### src/hw/rtl/dts_pkg.sv
`default_nettype none

package dts_pkg;

  // Default sizing
  localparam int DTS_CHANNELS      = 8;
  localparam int DTS_HIHAT_CHANNEL = 6;

  // Field widths
  localparam int DTS_TIME_W   = 32;
  localparam int DTS_PW_W     = 16;
  localparam int DTS_CHAN_W   = 3;
  localparam int DTS_MASK_W   = 8;
  localparam int DTS_CMD_W    = 2;
  localparam int DTS_BEAT_W   = 30;
  localparam int DTS_DIV_W    = 8;
  localparam int DTS_ADDR_W   = 3;
  localparam int DTS_IN_DATA_W  = 48;
  localparam int DTS_OUT_DATA_W = 48;

  // Reset values
  localparam logic [DTS_TIME_W-1:0] DTS_ALL_ONES     = '1;
  localparam logic [DTS_TIME_W-1:0] DTS_LED_START    = 32'd10;
  localparam logic [DTS_TIME_W-1:0] DTS_STEP_DEFAULT = 32'd250;
  localparam logic [DTS_BEAT_W-1:0] DTS_BEAT_DEFAULT = 30'd250;
  localparam logic [DTS_PW_W-1:0]   DTS_FLASH_DEFAULT = 16'd70;
  localparam logic [DTS_DIV_W-1:0]  DTS_POLL_DEFAULT    = 8'd60;
  localparam logic [DTS_DIV_W-1:0]  DTS_REFRESH_DEFAULT = 8'd200;
  localparam logic [DTS_PW_W-1:0]   DTS_PW_MAX = '1;

  // Command codes
  localparam logic [DTS_CMD_W-1:0] CMD_TICK = 2'd0;
  localparam logic [DTS_CMD_W-1:0] CMD_LOAD = 2'd1;
  localparam logic [DTS_CMD_W-1:0] CMD_ARM  = 2'd2;

  // Register indexes
  localparam logic [DTS_ADDR_W-1:0] REG_STEP_PERIOD    = 3'd0;
  localparam logic [DTS_ADDR_W-1:0] REG_BEAT_PERIOD    = 3'd1;
  localparam logic [DTS_ADDR_W-1:0] REG_FLASH_LENGTH   = 3'd2;
  localparam logic [DTS_ADDR_W-1:0] REG_POLL_PERIOD    = 3'd3;
  localparam logic [DTS_ADDR_W-1:0] REG_REFRESH_PERIOD = 3'd4;

  // Per-item control handed to every channel
  typedef struct packed {
    logic                  tick;
    logic                  step_hit;
    logic                  hold;
    logic                  load;
    logic [DTS_CHAN_W-1:0] load_chan;
    logic [DTS_PW_W-1:0]   load_pw;
    logic [DTS_TIME_W-1:0] tick_n;
  } dts_chan_ctl_t;

endpackage

`default_nettype wire

### src/hw/rtl/drum_trigger_tick_scheduler.sv
// A beat accepted into the input register moves on into the result register as a result beat.
// Throughput: one beat per cycle if unstalled; all channel comparators and adders work in parallel.
// A stalled output holds one result while one more beat waits in the input register.
// Reset (rst_n, synchronous, active low) restores every control and state register at once,
// with no clearing pass; the block is ready for beats as soon as reset is released.
`default_nettype none

module drum_trigger_tick_scheduler
  import dts_pkg::*;
#(
  parameter int CHANNELS      = DTS_CHANNELS,
  parameter int HIHAT_CHANNEL = DTS_HIHAT_CHANNEL
) (
  input  wire logic                      clk,
  input  wire logic                      rst_n,
  // Input stream
  input  wire logic                      in_tvalid,
  output logic                           in_tready,
  // [2:0] channel, [34:3] value, [42:35] step_mask, [43] hihat_hold, [47:44] zero
  input  wire logic [DTS_IN_DATA_W-1:0]  in_tdata,
  // [1:0] cmd
  input  wire logic [DTS_CMD_W-1:0]      in_tuser,
  // Result stream
  output logic                           out_tvalid,
  input  wire logic                      out_tready,
  // [7:0] trigger_active, [8] led_lit, [9] step_fired, [10] poll_due,
  // [11] refresh_due, [43:12] tick_now, [47:44] zero
  output logic [DTS_OUT_DATA_W-1:0]      out_tdata,
  // Configuration
  input  wire logic                      cfg_we,
  input  wire logic [DTS_ADDR_W-1:0]     cfg_addr,
  input  wire logic [DTS_TIME_W-1:0]     cfg_wdata
);

  localparam int NCH = (CHANNELS < DTS_MASK_W) ? CHANNELS : DTS_MASK_W;

  // Configuration registers
  logic [DTS_TIME_W-1:0] step_period_r;
  logic [DTS_BEAT_W-1:0] beat_period_r;
  logic [DTS_PW_W-1:0]   flash_length_r;
  logic [DTS_DIV_W-1:0]  poll_period_r;
  logic [DTS_DIV_W-1:0]  refresh_period_r;

  always_ff @(posedge clk) begin
    if (!rst_n) begin
      step_period_r    <= DTS_STEP_DEFAULT;
      beat_period_r    <= DTS_BEAT_DEFAULT;
      flash_length_r   <= DTS_FLASH_DEFAULT;
      poll_period_r    <= DTS_POLL_DEFAULT;
      refresh_period_r <= DTS_REFRESH_DEFAULT;
    end else if (cfg_we) begin
      unique case (cfg_addr)
        REG_STEP_PERIOD:    step_period_r    <= cfg_wdata;
        REG_BEAT_PERIOD:    beat_period_r    <= cfg_wdata[DTS_BEAT_W-1:0];
        REG_FLASH_LENGTH:   flash_length_r   <= cfg_wdata[DTS_PW_W-1:0];
        REG_POLL_PERIOD:    poll_period_r    <= cfg_wdata[DTS_DIV_W-1:0];
        REG_REFRESH_PERIOD: refresh_period_r <= cfg_wdata[DTS_DIV_W-1:0];
        default: ;
      endcase
    end
  end

  // Input register
  logic                  s1_valid_r;
  logic [DTS_CMD_W-1:0]  s1_cmd_r;
  logic [DTS_CHAN_W-1:0] s1_channel_r;
  logic [DTS_TIME_W-1:0] s1_value_r;
  logic [DTS_MASK_W-1:0] s1_mask_r;
  logic                  s1_hold_r;
  logic                  out_valid_r;
  logic [DTS_OUT_DATA_W-1:0] out_data_r;
  logic                  go;

  assign go        = s1_valid_r && (!out_valid_r || out_tready);
  assign in_tready = !s1_valid_r || go;

  always_ff @(posedge clk) begin
    if (!rst_n) begin
      s1_valid_r <= 1'b0;
    end else if (in_tready) begin
      s1_valid_r <= in_tvalid;
    end
  end

  always_ff @(posedge clk) begin
    if (in_tready && in_tvalid) begin
      s1_cmd_r     <= in_tuser;
      s1_channel_r <= in_tdata[2:0];
      s1_value_r   <= in_tdata[34:3];
      s1_mask_r    <= in_tdata[42:35];
      s1_hold_r    <= in_tdata[43];
    end
  end

  // Scheduler state
  logic [DTS_TIME_W-1:0] tick_count_r;
  logic [DTS_TIME_W-1:0] tick_inc_r;
  logic [DTS_TIME_W-1:0] next_step_r;
  logic [DTS_TIME_W-1:0] led_on_r;
  logic [DTS_TIME_W-1:0] led_off_r;
  logic                  led_r;
  logic [DTS_TIME_W-1:0] tick_count_nxt;
  logic [DTS_TIME_W-1:0] tick_inc_nxt;
  logic [DTS_TIME_W-1:0] next_step_nxt;
  logic [DTS_TIME_W-1:0] led_on_nxt;
  logic [DTS_TIME_W-1:0] led_off_nxt;
  logic                  led_nxt;

  logic                  is_tick;
  logic                  is_load;
  logic                  is_arm;
  logic                  step_hit;
  logic                  led_on_hit;
  logic                  led_off_hit;
  logic [DTS_TIME_W:0]   off_sum;
  logic [DTS_TIME_W-1:0] tick_n;
  logic [DTS_PW_W-1:0]   pw_sat;
  dts_chan_ctl_t         chan_ctl;

  always_comb begin
    is_tick = 1'b0;
    is_load = 1'b0;
    is_arm  = 1'b0;
    unique case (s1_cmd_r)
      CMD_TICK: is_tick = go;
      CMD_LOAD: is_load = go;
      CMD_ARM:  is_arm  = go;
      default: ;
    endcase
  end

  // The incremented count is kept ready in its own register
  assign tick_n = tick_inc_r;
  assign pw_sat = (|s1_value_r[DTS_TIME_W-1:DTS_PW_W]) ? DTS_PW_MAX
                                                       : s1_value_r[DTS_PW_W-1:0];

  always_comb begin
    tick_count_nxt = tick_count_r;
    tick_inc_nxt   = tick_inc_r;
    next_step_nxt  = next_step_r;
    led_on_nxt     = led_on_r;
    led_off_nxt    = led_off_r;
    led_nxt        = led_r;
    step_hit       = 1'b0;
    led_on_hit     = 1'b0;
    led_off_hit    = 1'b0;
    off_sum        = {1'b0, tick_n} + {{(DTS_TIME_W + 1 - DTS_PW_W){1'b0}}, flash_length_r};

    if (is_tick) begin
      tick_count_nxt = tick_n;
      tick_inc_nxt   = tick_n + 1'b1;

      // Metronome LED: a fresh off time is due now only if it wrapped or the flash length is zero
      led_on_hit = (tick_n >= led_on_r);
      if (led_on_hit) begin
        led_nxt     = 1'b1;
        led_off_nxt = off_sum[DTS_TIME_W-1:0];
        led_on_nxt  = tick_n + {beat_period_r, 2'b00};
        led_off_hit = off_sum[DTS_TIME_W] || (flash_length_r == '0);
      end else begin
        led_off_hit = (tick_n >= led_off_r);
      end
      if (led_off_hit) begin
        led_nxt     = 1'b0;
        led_off_nxt = DTS_ALL_ONES;
      end

      // Sequencer step
      step_hit = (tick_n >= next_step_r);
      if (step_hit) begin
        next_step_nxt = next_step_r + step_period_r;
      end
    end else if (is_arm) begin
      next_step_nxt = s1_value_r;
    end
  end

  always_ff @(posedge clk) begin
    if (!rst_n) begin
      tick_count_r <= '0;
      tick_inc_r   <= {{(DTS_TIME_W - 1){1'b0}}, 1'b1};
      next_step_r  <= DTS_ALL_ONES;
      led_on_r     <= DTS_LED_START;
      led_off_r    <= DTS_ALL_ONES;
      led_r        <= 1'b0;
    end else begin
      tick_count_r <= tick_count_nxt;
      tick_inc_r   <= tick_inc_nxt;
      next_step_r  <= next_step_nxt;
      led_on_r     <= led_on_nxt;
      led_off_r    <= led_off_nxt;
      led_r        <= led_nxt;
    end
  end

  // Channel control
  always_comb begin
    chan_ctl.tick      = is_tick;
    chan_ctl.step_hit  = step_hit;
    chan_ctl.hold      = s1_hold_r;
    chan_ctl.load      = is_load && ({2'b00, s1_channel_r} < 5'(CHANNELS));
    chan_ctl.load_chan = s1_channel_r;
    chan_ctl.load_pw   = pw_sat;
    chan_ctl.tick_n    = tick_n;
  end

  logic [NCH-1:0]        active_nxt;
  logic [DTS_MASK_W-1:0] trig;

  for (genvar ch = 0; ch < NCH; ch++) begin : g_chan
    dts_channel #(
      .CH_IDX        (ch),
      .HIHAT_CHANNEL (HIHAT_CHANNEL)
    ) u_chan (
      .clk        (clk),
      .rst_n      (rst_n),
      .ctl        (chan_ctl),
      .fire_bit   (s1_mask_r[ch]),
      .active_nxt (active_nxt[ch])
    );
  end

  always_comb begin
    trig          = '0;
    trig[NCH-1:0] = active_nxt;
  end

  // Strobe dividers
  logic poll_due;
  logic refresh_due;

  dts_divider u_poll (
    .clk    (clk),
    .rst_n  (rst_n),
    .tick   (is_tick),
    .period (poll_period_r),
    .due    (poll_due)
  );

  dts_divider u_refresh (
    .clk    (clk),
    .rst_n  (rst_n),
    .tick   (is_tick),
    .period (refresh_period_r),
    .due    (refresh_due)
  );

  // Result register
  always_ff @(posedge clk) begin
    if (!rst_n) begin
      out_valid_r <= 1'b0;
    end else if (go) begin
      out_valid_r <= 1'b1;
    end else if (out_tready) begin
      out_valid_r <= 1'b0;
    end
  end

  always_ff @(posedge clk) begin
    if (go) begin
      out_data_r <= {4'b0000, tick_count_nxt, refresh_due, poll_due, step_hit, led_nxt, trig};
    end
  end

  assign out_tvalid = out_valid_r;
  assign out_tdata  = out_data_r;

endmodule

`default_nettype wire

### src/hw/rtl/dts_divider.sv
`default_nettype none

module dts_divider
  import dts_pkg::*;
(
  input  wire logic                 clk,
  input  wire logic                 rst_n,
  input  wire logic                 tick,
  input  wire logic [DTS_DIV_W-1:0] period,
  output logic                      due
);

  logic [DTS_DIV_W-1:0] div_r;
  logic [DTS_DIV_W-1:0] div_nxt;
  logic [DTS_DIV_W-1:0] inc;

  // Count ticks, wrap to zero once the period is reached
  always_comb begin
    inc     = div_r + 1'b1;
    due     = 1'b0;
    div_nxt = div_r;
    if (tick) begin
      due     = (inc >= period);
      div_nxt = due ? '0 : inc;
    end
  end

  always_ff @(posedge clk) begin
    if (!rst_n) begin
      div_r <= '0;
    end else begin
      div_r <= div_nxt;
    end
  end

endmodule

`default_nettype wire

### src/hw/rtl/dts_channel.sv
`default_nettype none

module dts_channel
  import dts_pkg::*;
#(
  parameter int CH_IDX        = 0,
  parameter int HIHAT_CHANNEL = DTS_HIHAT_CHANNEL
) (
  input  wire logic          clk,
  input  wire logic          rst_n,
  input  wire dts_chan_ctl_t ctl,
  input  wire logic          fire_bit,
  output logic               active_nxt
);

  localparam logic IS_HIHAT = (CH_IDX == HIHAT_CHANNEL);

  logic                  active_r;
  logic [DTS_PW_W-1:0]   pw_r;
  logic [DTS_PW_W-1:0]   pw_nxt;
  logic [DTS_TIME_W-1:0] rel_r;
  logic [DTS_TIME_W-1:0] rel_nxt;
  logic [DTS_TIME_W:0]   rel_sum;
  logic                  due;

  always_comb begin
    pw_nxt     = pw_r;
    rel_nxt    = rel_r;
    active_nxt = active_r;
    due        = 1'b0;
    rel_sum    = {1'b0, ctl.tick_n} + {{(DTS_TIME_W + 1 - DTS_PW_W){1'b0}}, pw_r};

    // Take a new pulse width for this channel
    if (ctl.load && (ctl.load_chan == DTS_CHAN_W'(CH_IDX))) begin
      pw_nxt = ctl.load_pw;
    end

    if (ctl.tick) begin
      // Assert on a step; the new release time is due now only if it wrapped or the pulse width is zero
      if (ctl.step_hit && fire_bit) begin
        active_nxt = 1'b1;
        rel_nxt    = rel_sum[DTS_TIME_W-1:0];
        due        = rel_sum[DTS_TIME_W] || (pw_r == '0);
      end else begin
        due = (ctl.tick_n >= rel_r);
      end
      // Drop the trigger once due, unless this is the held hi-hat
      if (active_nxt && due && !(IS_HIHAT && ctl.hold)) begin
        active_nxt = 1'b0;
      end
    end
  end

  always_ff @(posedge clk) begin
    if (!rst_n) begin
      active_r <= 1'b0;
      pw_r     <= '0;
      rel_r    <= '0;
    end else begin
      active_r <= active_nxt;
      pw_r     <= pw_nxt;
      rel_r    <= rel_nxt;
    end
  end

endmodule

`default_nettype wire
### config.mk
export PLATFORM = sky130hd
export DESIGN_NAME = drum_trigger_tick_scheduler
export DESIGN_NICKNAME = d
export VERILOG_FILES = /design/src/hw/rtl/dts_pkg.sv /design/src/hw/rtl/drum_trigger_tick_scheduler.sv /design/src/hw/rtl/dts_divider.sv /design/src/hw/rtl/dts_channel.sv
export SDC_FILE = /design/constraint.sdc
export NUM_CORES = 2
export LEC_CHECK = 0
export BUFFER_PORTS_ARGS = -buffer_cell sky130_fd_sc_hd__buf_2
export CELL_PAD_IN_SITES_DETAIL_PLACEMENT = 1
export CELL_PAD_IN_SITES_GLOBAL_PLACEMENT = 1
export CORE_UTILIZATION = 52
export CTS_CLUSTER_SIZE = 10
export DETAILED_ROUTE_END_ITERATION = 7
export HOLD_SLACK_MARGIN = 0.02
export PLACE_DENSITY = 0.88
export SYNTH_ARGS = -nofsm -noshare
export SYNTH_HDL_FRONTEND = slang
export SYNTH_HIERARCHICAL = 1
export SYNTH_SLANG_ARGS = --single-unit
### constraint.sdc
create_clock -name clk -period 7.6 [get_ports clk]
set_input_delay 1.52 -clock clk [delete_from_list [all_inputs] [get_ports clk]]
set_output_delay 1.52 -clock clk [all_outputs]
set_load 0.005 [all_outputs]
==> metrics <==
status finished, final reports clean; number of remaining DRC errors 0; reg-to-reg endpoint g_chan[7].u_chan/rel_r[9]; CTS tree done; register area share after synthesis 32.2%; Pins Over Slew Limit 0; Worst path depth 13; crit path cell chain buf_4 -> ha_1 -> nand2_1 -> nor3_1 -> o31a_1 -> o21ai_0 -> a2111oi_0 -> o21ai_0 -> a21oi_4 -> and3_1 -> nand2_1 -> or4_1 -> nand3_1; NumNets Final 6,811; core area 94,900 µm²; Post-CTS Hold Buffers 0; worst vdd ir 0.170 mV; WL/cell 24.3 µm; Longest Clk Path Bufs 3; WP data required 8220 ps; DIE AREA 97,000 µm²; asr flop ratio synth 0%; slowest CP cell and3_1; Max stage delay on crit path 980 ps; Critical Path Sink Type register; first-pass GRT wire length 280,000 µm; post-route minimum period 5490 ps; PD cells 164 nW/µm²; vias in the first global route 49,638; share of the synthesized area in the top cell type 26.7%; Die X-Extent 311 µm; Yosys top cell by area dfxtp_1; Critical path buffers and inverters 1; Post-Syn Area 49,800 µm²; Initial Utilization 52.5%; clock-pin slew on the worst setup and hold paths 60 ps; Worst Setup EP g_chan[7].u_chan/rel_r[9]; Post-CTS Setup Bufs 0; IO buf count around 130; drt via density 6.37; most common cell in the netlist nand2_1; Num CTS Buffers 91; Post-synth EDFFs 90; Synth top cells by count nand2_1 (1,012), a21oi_1 (709), dfxtp_1 (665); max-cap violations 0; worst-skew pair later-pin latency about 700 ps; Final Hold Viols 0; Setup-failing EPs final 0; reg2reg start tick_inc_r[7]; Yosys cell types 119; grt total ovfl 0; Die H 311 µm; Setup TNS 0 ps; drt pass-1 iters 5; CP top delay family simple AND/OR/NAND/NOR gates; Worst Path Max Fanout 30; fin crit share 72.2%; DRT iter0 DRCs roughly 3,500; initial antenna violation count 1; root buf cell clkbuf_16; Synth Area per Inst between 8 and 9 µm²; aggregate routed wire length 182,000 µm; crit path from tick_inc_r[7]; hold crit path type register to register; CP Class register to register; Hold Slack 449 ps; I/O pin count 140; vias after detailed routing approximately 48,000; Syn-to-layout area delta 9.12%; maximum clock frequency 0.182 GHz; Worst-Margin Slew approximately 1300 ps; PostCTS Resize Cnt 0; R2R setup slack roughly 2100 ps; ys flop type dfxtp_1; Total GRT Usage 36.4%; row count 113; hold depth 2; post-route ant nets 0; largest net degree at the start of global routing 106; ranking of synthesized cells by area dfxtp_1 (27%), ha_1 (14%), nand2_1 (7.6%); # H-tree levels 3; RSZ-0062 raised after global routing false; Final HPWL DP 117,000 µm; R2R depth 13; Ys Warns 6; synthesized instance count 6,083; Worst Path Arrival 6110 ps; slew margin rel. 14.9%; Worst Clk Skew 28.7 ps; share of cells above drive strength 1 8.06%; GPL Wtd Cong 0.929; CP startpoint kind register; clock sinks 755; flops & latches, synth 755; leakage 23.1 nW
## layer usage
| metal | GRT usage, % | vias to the layer above | wire (µm) |
|---|---|---|---|
| met2 | 60.8 | 1728 | 84800 |
| met4 | 20.7 | 0 | 10500 |
| met1 | 44.0 | 23472 | 73700 |
| met5 | 0 | - | 0 |
| met3 | 6.46 | 578 | 12800 |
| li1 | - | 21824 | - |
## worst register-to-register path: stages, from the launching register on
cell and delay (ps):
dfxtp_2 310, buf_4 560, ha_1 290, nand2_1 80
nor3_1 220, o31a_1 160, o21ai_0 180, a2111oi_0 410
o21ai_0 330, a21oi_4 830, and3_1 980, nand2_1 400
or4_1 590, nand3_1 90
## power by group
group	internal (mW)	switching (mW)
Clock	2.42	1.86
Combinational	0.164	0.337
Sequential	4.09	0.0505
Total	6.67	2.24
## layout by cell type, fill, tap and decap left out, types with 90 or more instances in the layout
| master | count |
|---|---|
| nor2_1 | 256 |
| dfxtp_1 | 634 |
| ha_1 | 575 |
| xor2_1 | 124 |
| buf_2 | 130 |
| nand3_1 | 165 |
| a21oi_1 | 708 |
| a21o_1 | 151 |
| clkbuf_16 | 92 |
| o21ai_0 | 222 |
| nand2_1 | 1012 |
| xnor2_1 | 171 |
| a211oi_1 | 115 |
| nand4_1 | 99 |
| edfxtp_1 | 90 |
| inv_1 | 455 |
## worst min-delay path by stage
stage                                     from                    endpoint
floorplan           g_chan[1].u_chan/rel_r[11]  g_chan[1].u_chan/rel_r[11]
global placement                   led_on_r[4]                 led_on_r[4]
detailed placement   g_chan[3].u_chan/rel_r[5]   g_chan[3].u_chan/rel_r[5]
CTS                  g_chan[3].u_chan/rel_r[5]   g_chan[3].u_chan/rel_r[5]
global route        g_chan[4].u_chan/rel_r[16]  g_chan[4].u_chan/rel_r[16]
finish               g_chan[3].u_chan/rel_r[5]   g_chan[3].u_chan/rel_r[5]
## flip-flops by register name (all words and copies together), names as in the netlist, 2 cells and up
name / flops
next_step_r: 32
tick_count_r: 32
g_chan.u_chan/pw_r: 128
refresh_period_r: 8
flash_length_r: 16
poll_period_r: 8
g_chan.u_chan/rel_r: 256
s1_mask_r: 8
u_refresh/div_r: 8
step_period_r: 32
beat_period_r: 30
led_off_r: 32
s1_value_r: 32
led_on_r: 32
s1_channel_r: 3
g_chan.u_chan/active_r: 8
u_poll/div_r: 8
tick_inc_r: 32
s1_cmd_r: 2
out_tdata: 44
## cells by family after synthesis
family / after synthesis / share of synthesized area [%]
and+or+nand+nor: 2033 / 19.6
AOI/OAI and AO/OA: 1694 / 22.1
DFF: 755 / 32.2
buffers and inverters: 703 / 5.76
adders and majority gates: 586 / 14.9
xor gates and xnor gates: 295 / 5.19
muxes: 16 / 0.322
other: 1 / 0.00753
## through the flow
step | power [mW] | cells | worst slack, ps | util [%] | cell area, µm²
finish | 8.91 | 7471 | 2110 | 57.3 | 54300
global route | 9.14 | 7465 | 1850 | 57.2 | 54300
CTS | 8.94 | 7465 | 2250 | 57.2 | 54300
detailed placement | 4.70 | 7307 | 2300 | 54.3 | 51500
global placement | 4.68 | 7307 | 2380 | 54.3 | 51500
floorplan | 4.51 | 6086 | 2570 | - | 49800
## cell type report
cell class,instances,area [µm²]
Clock inverter,8,150
Sequential cell,755,16100
Antenna cell,6,15.0
Tap cell,1265,1580
Multi-Input combinational cell,4628,31000
Fill cell,11454,40600
Clock buffer,150,2660
Inverter,465,1750
Timing Repair Buffer,194,1140
Power figures use the tool's default switching activity.
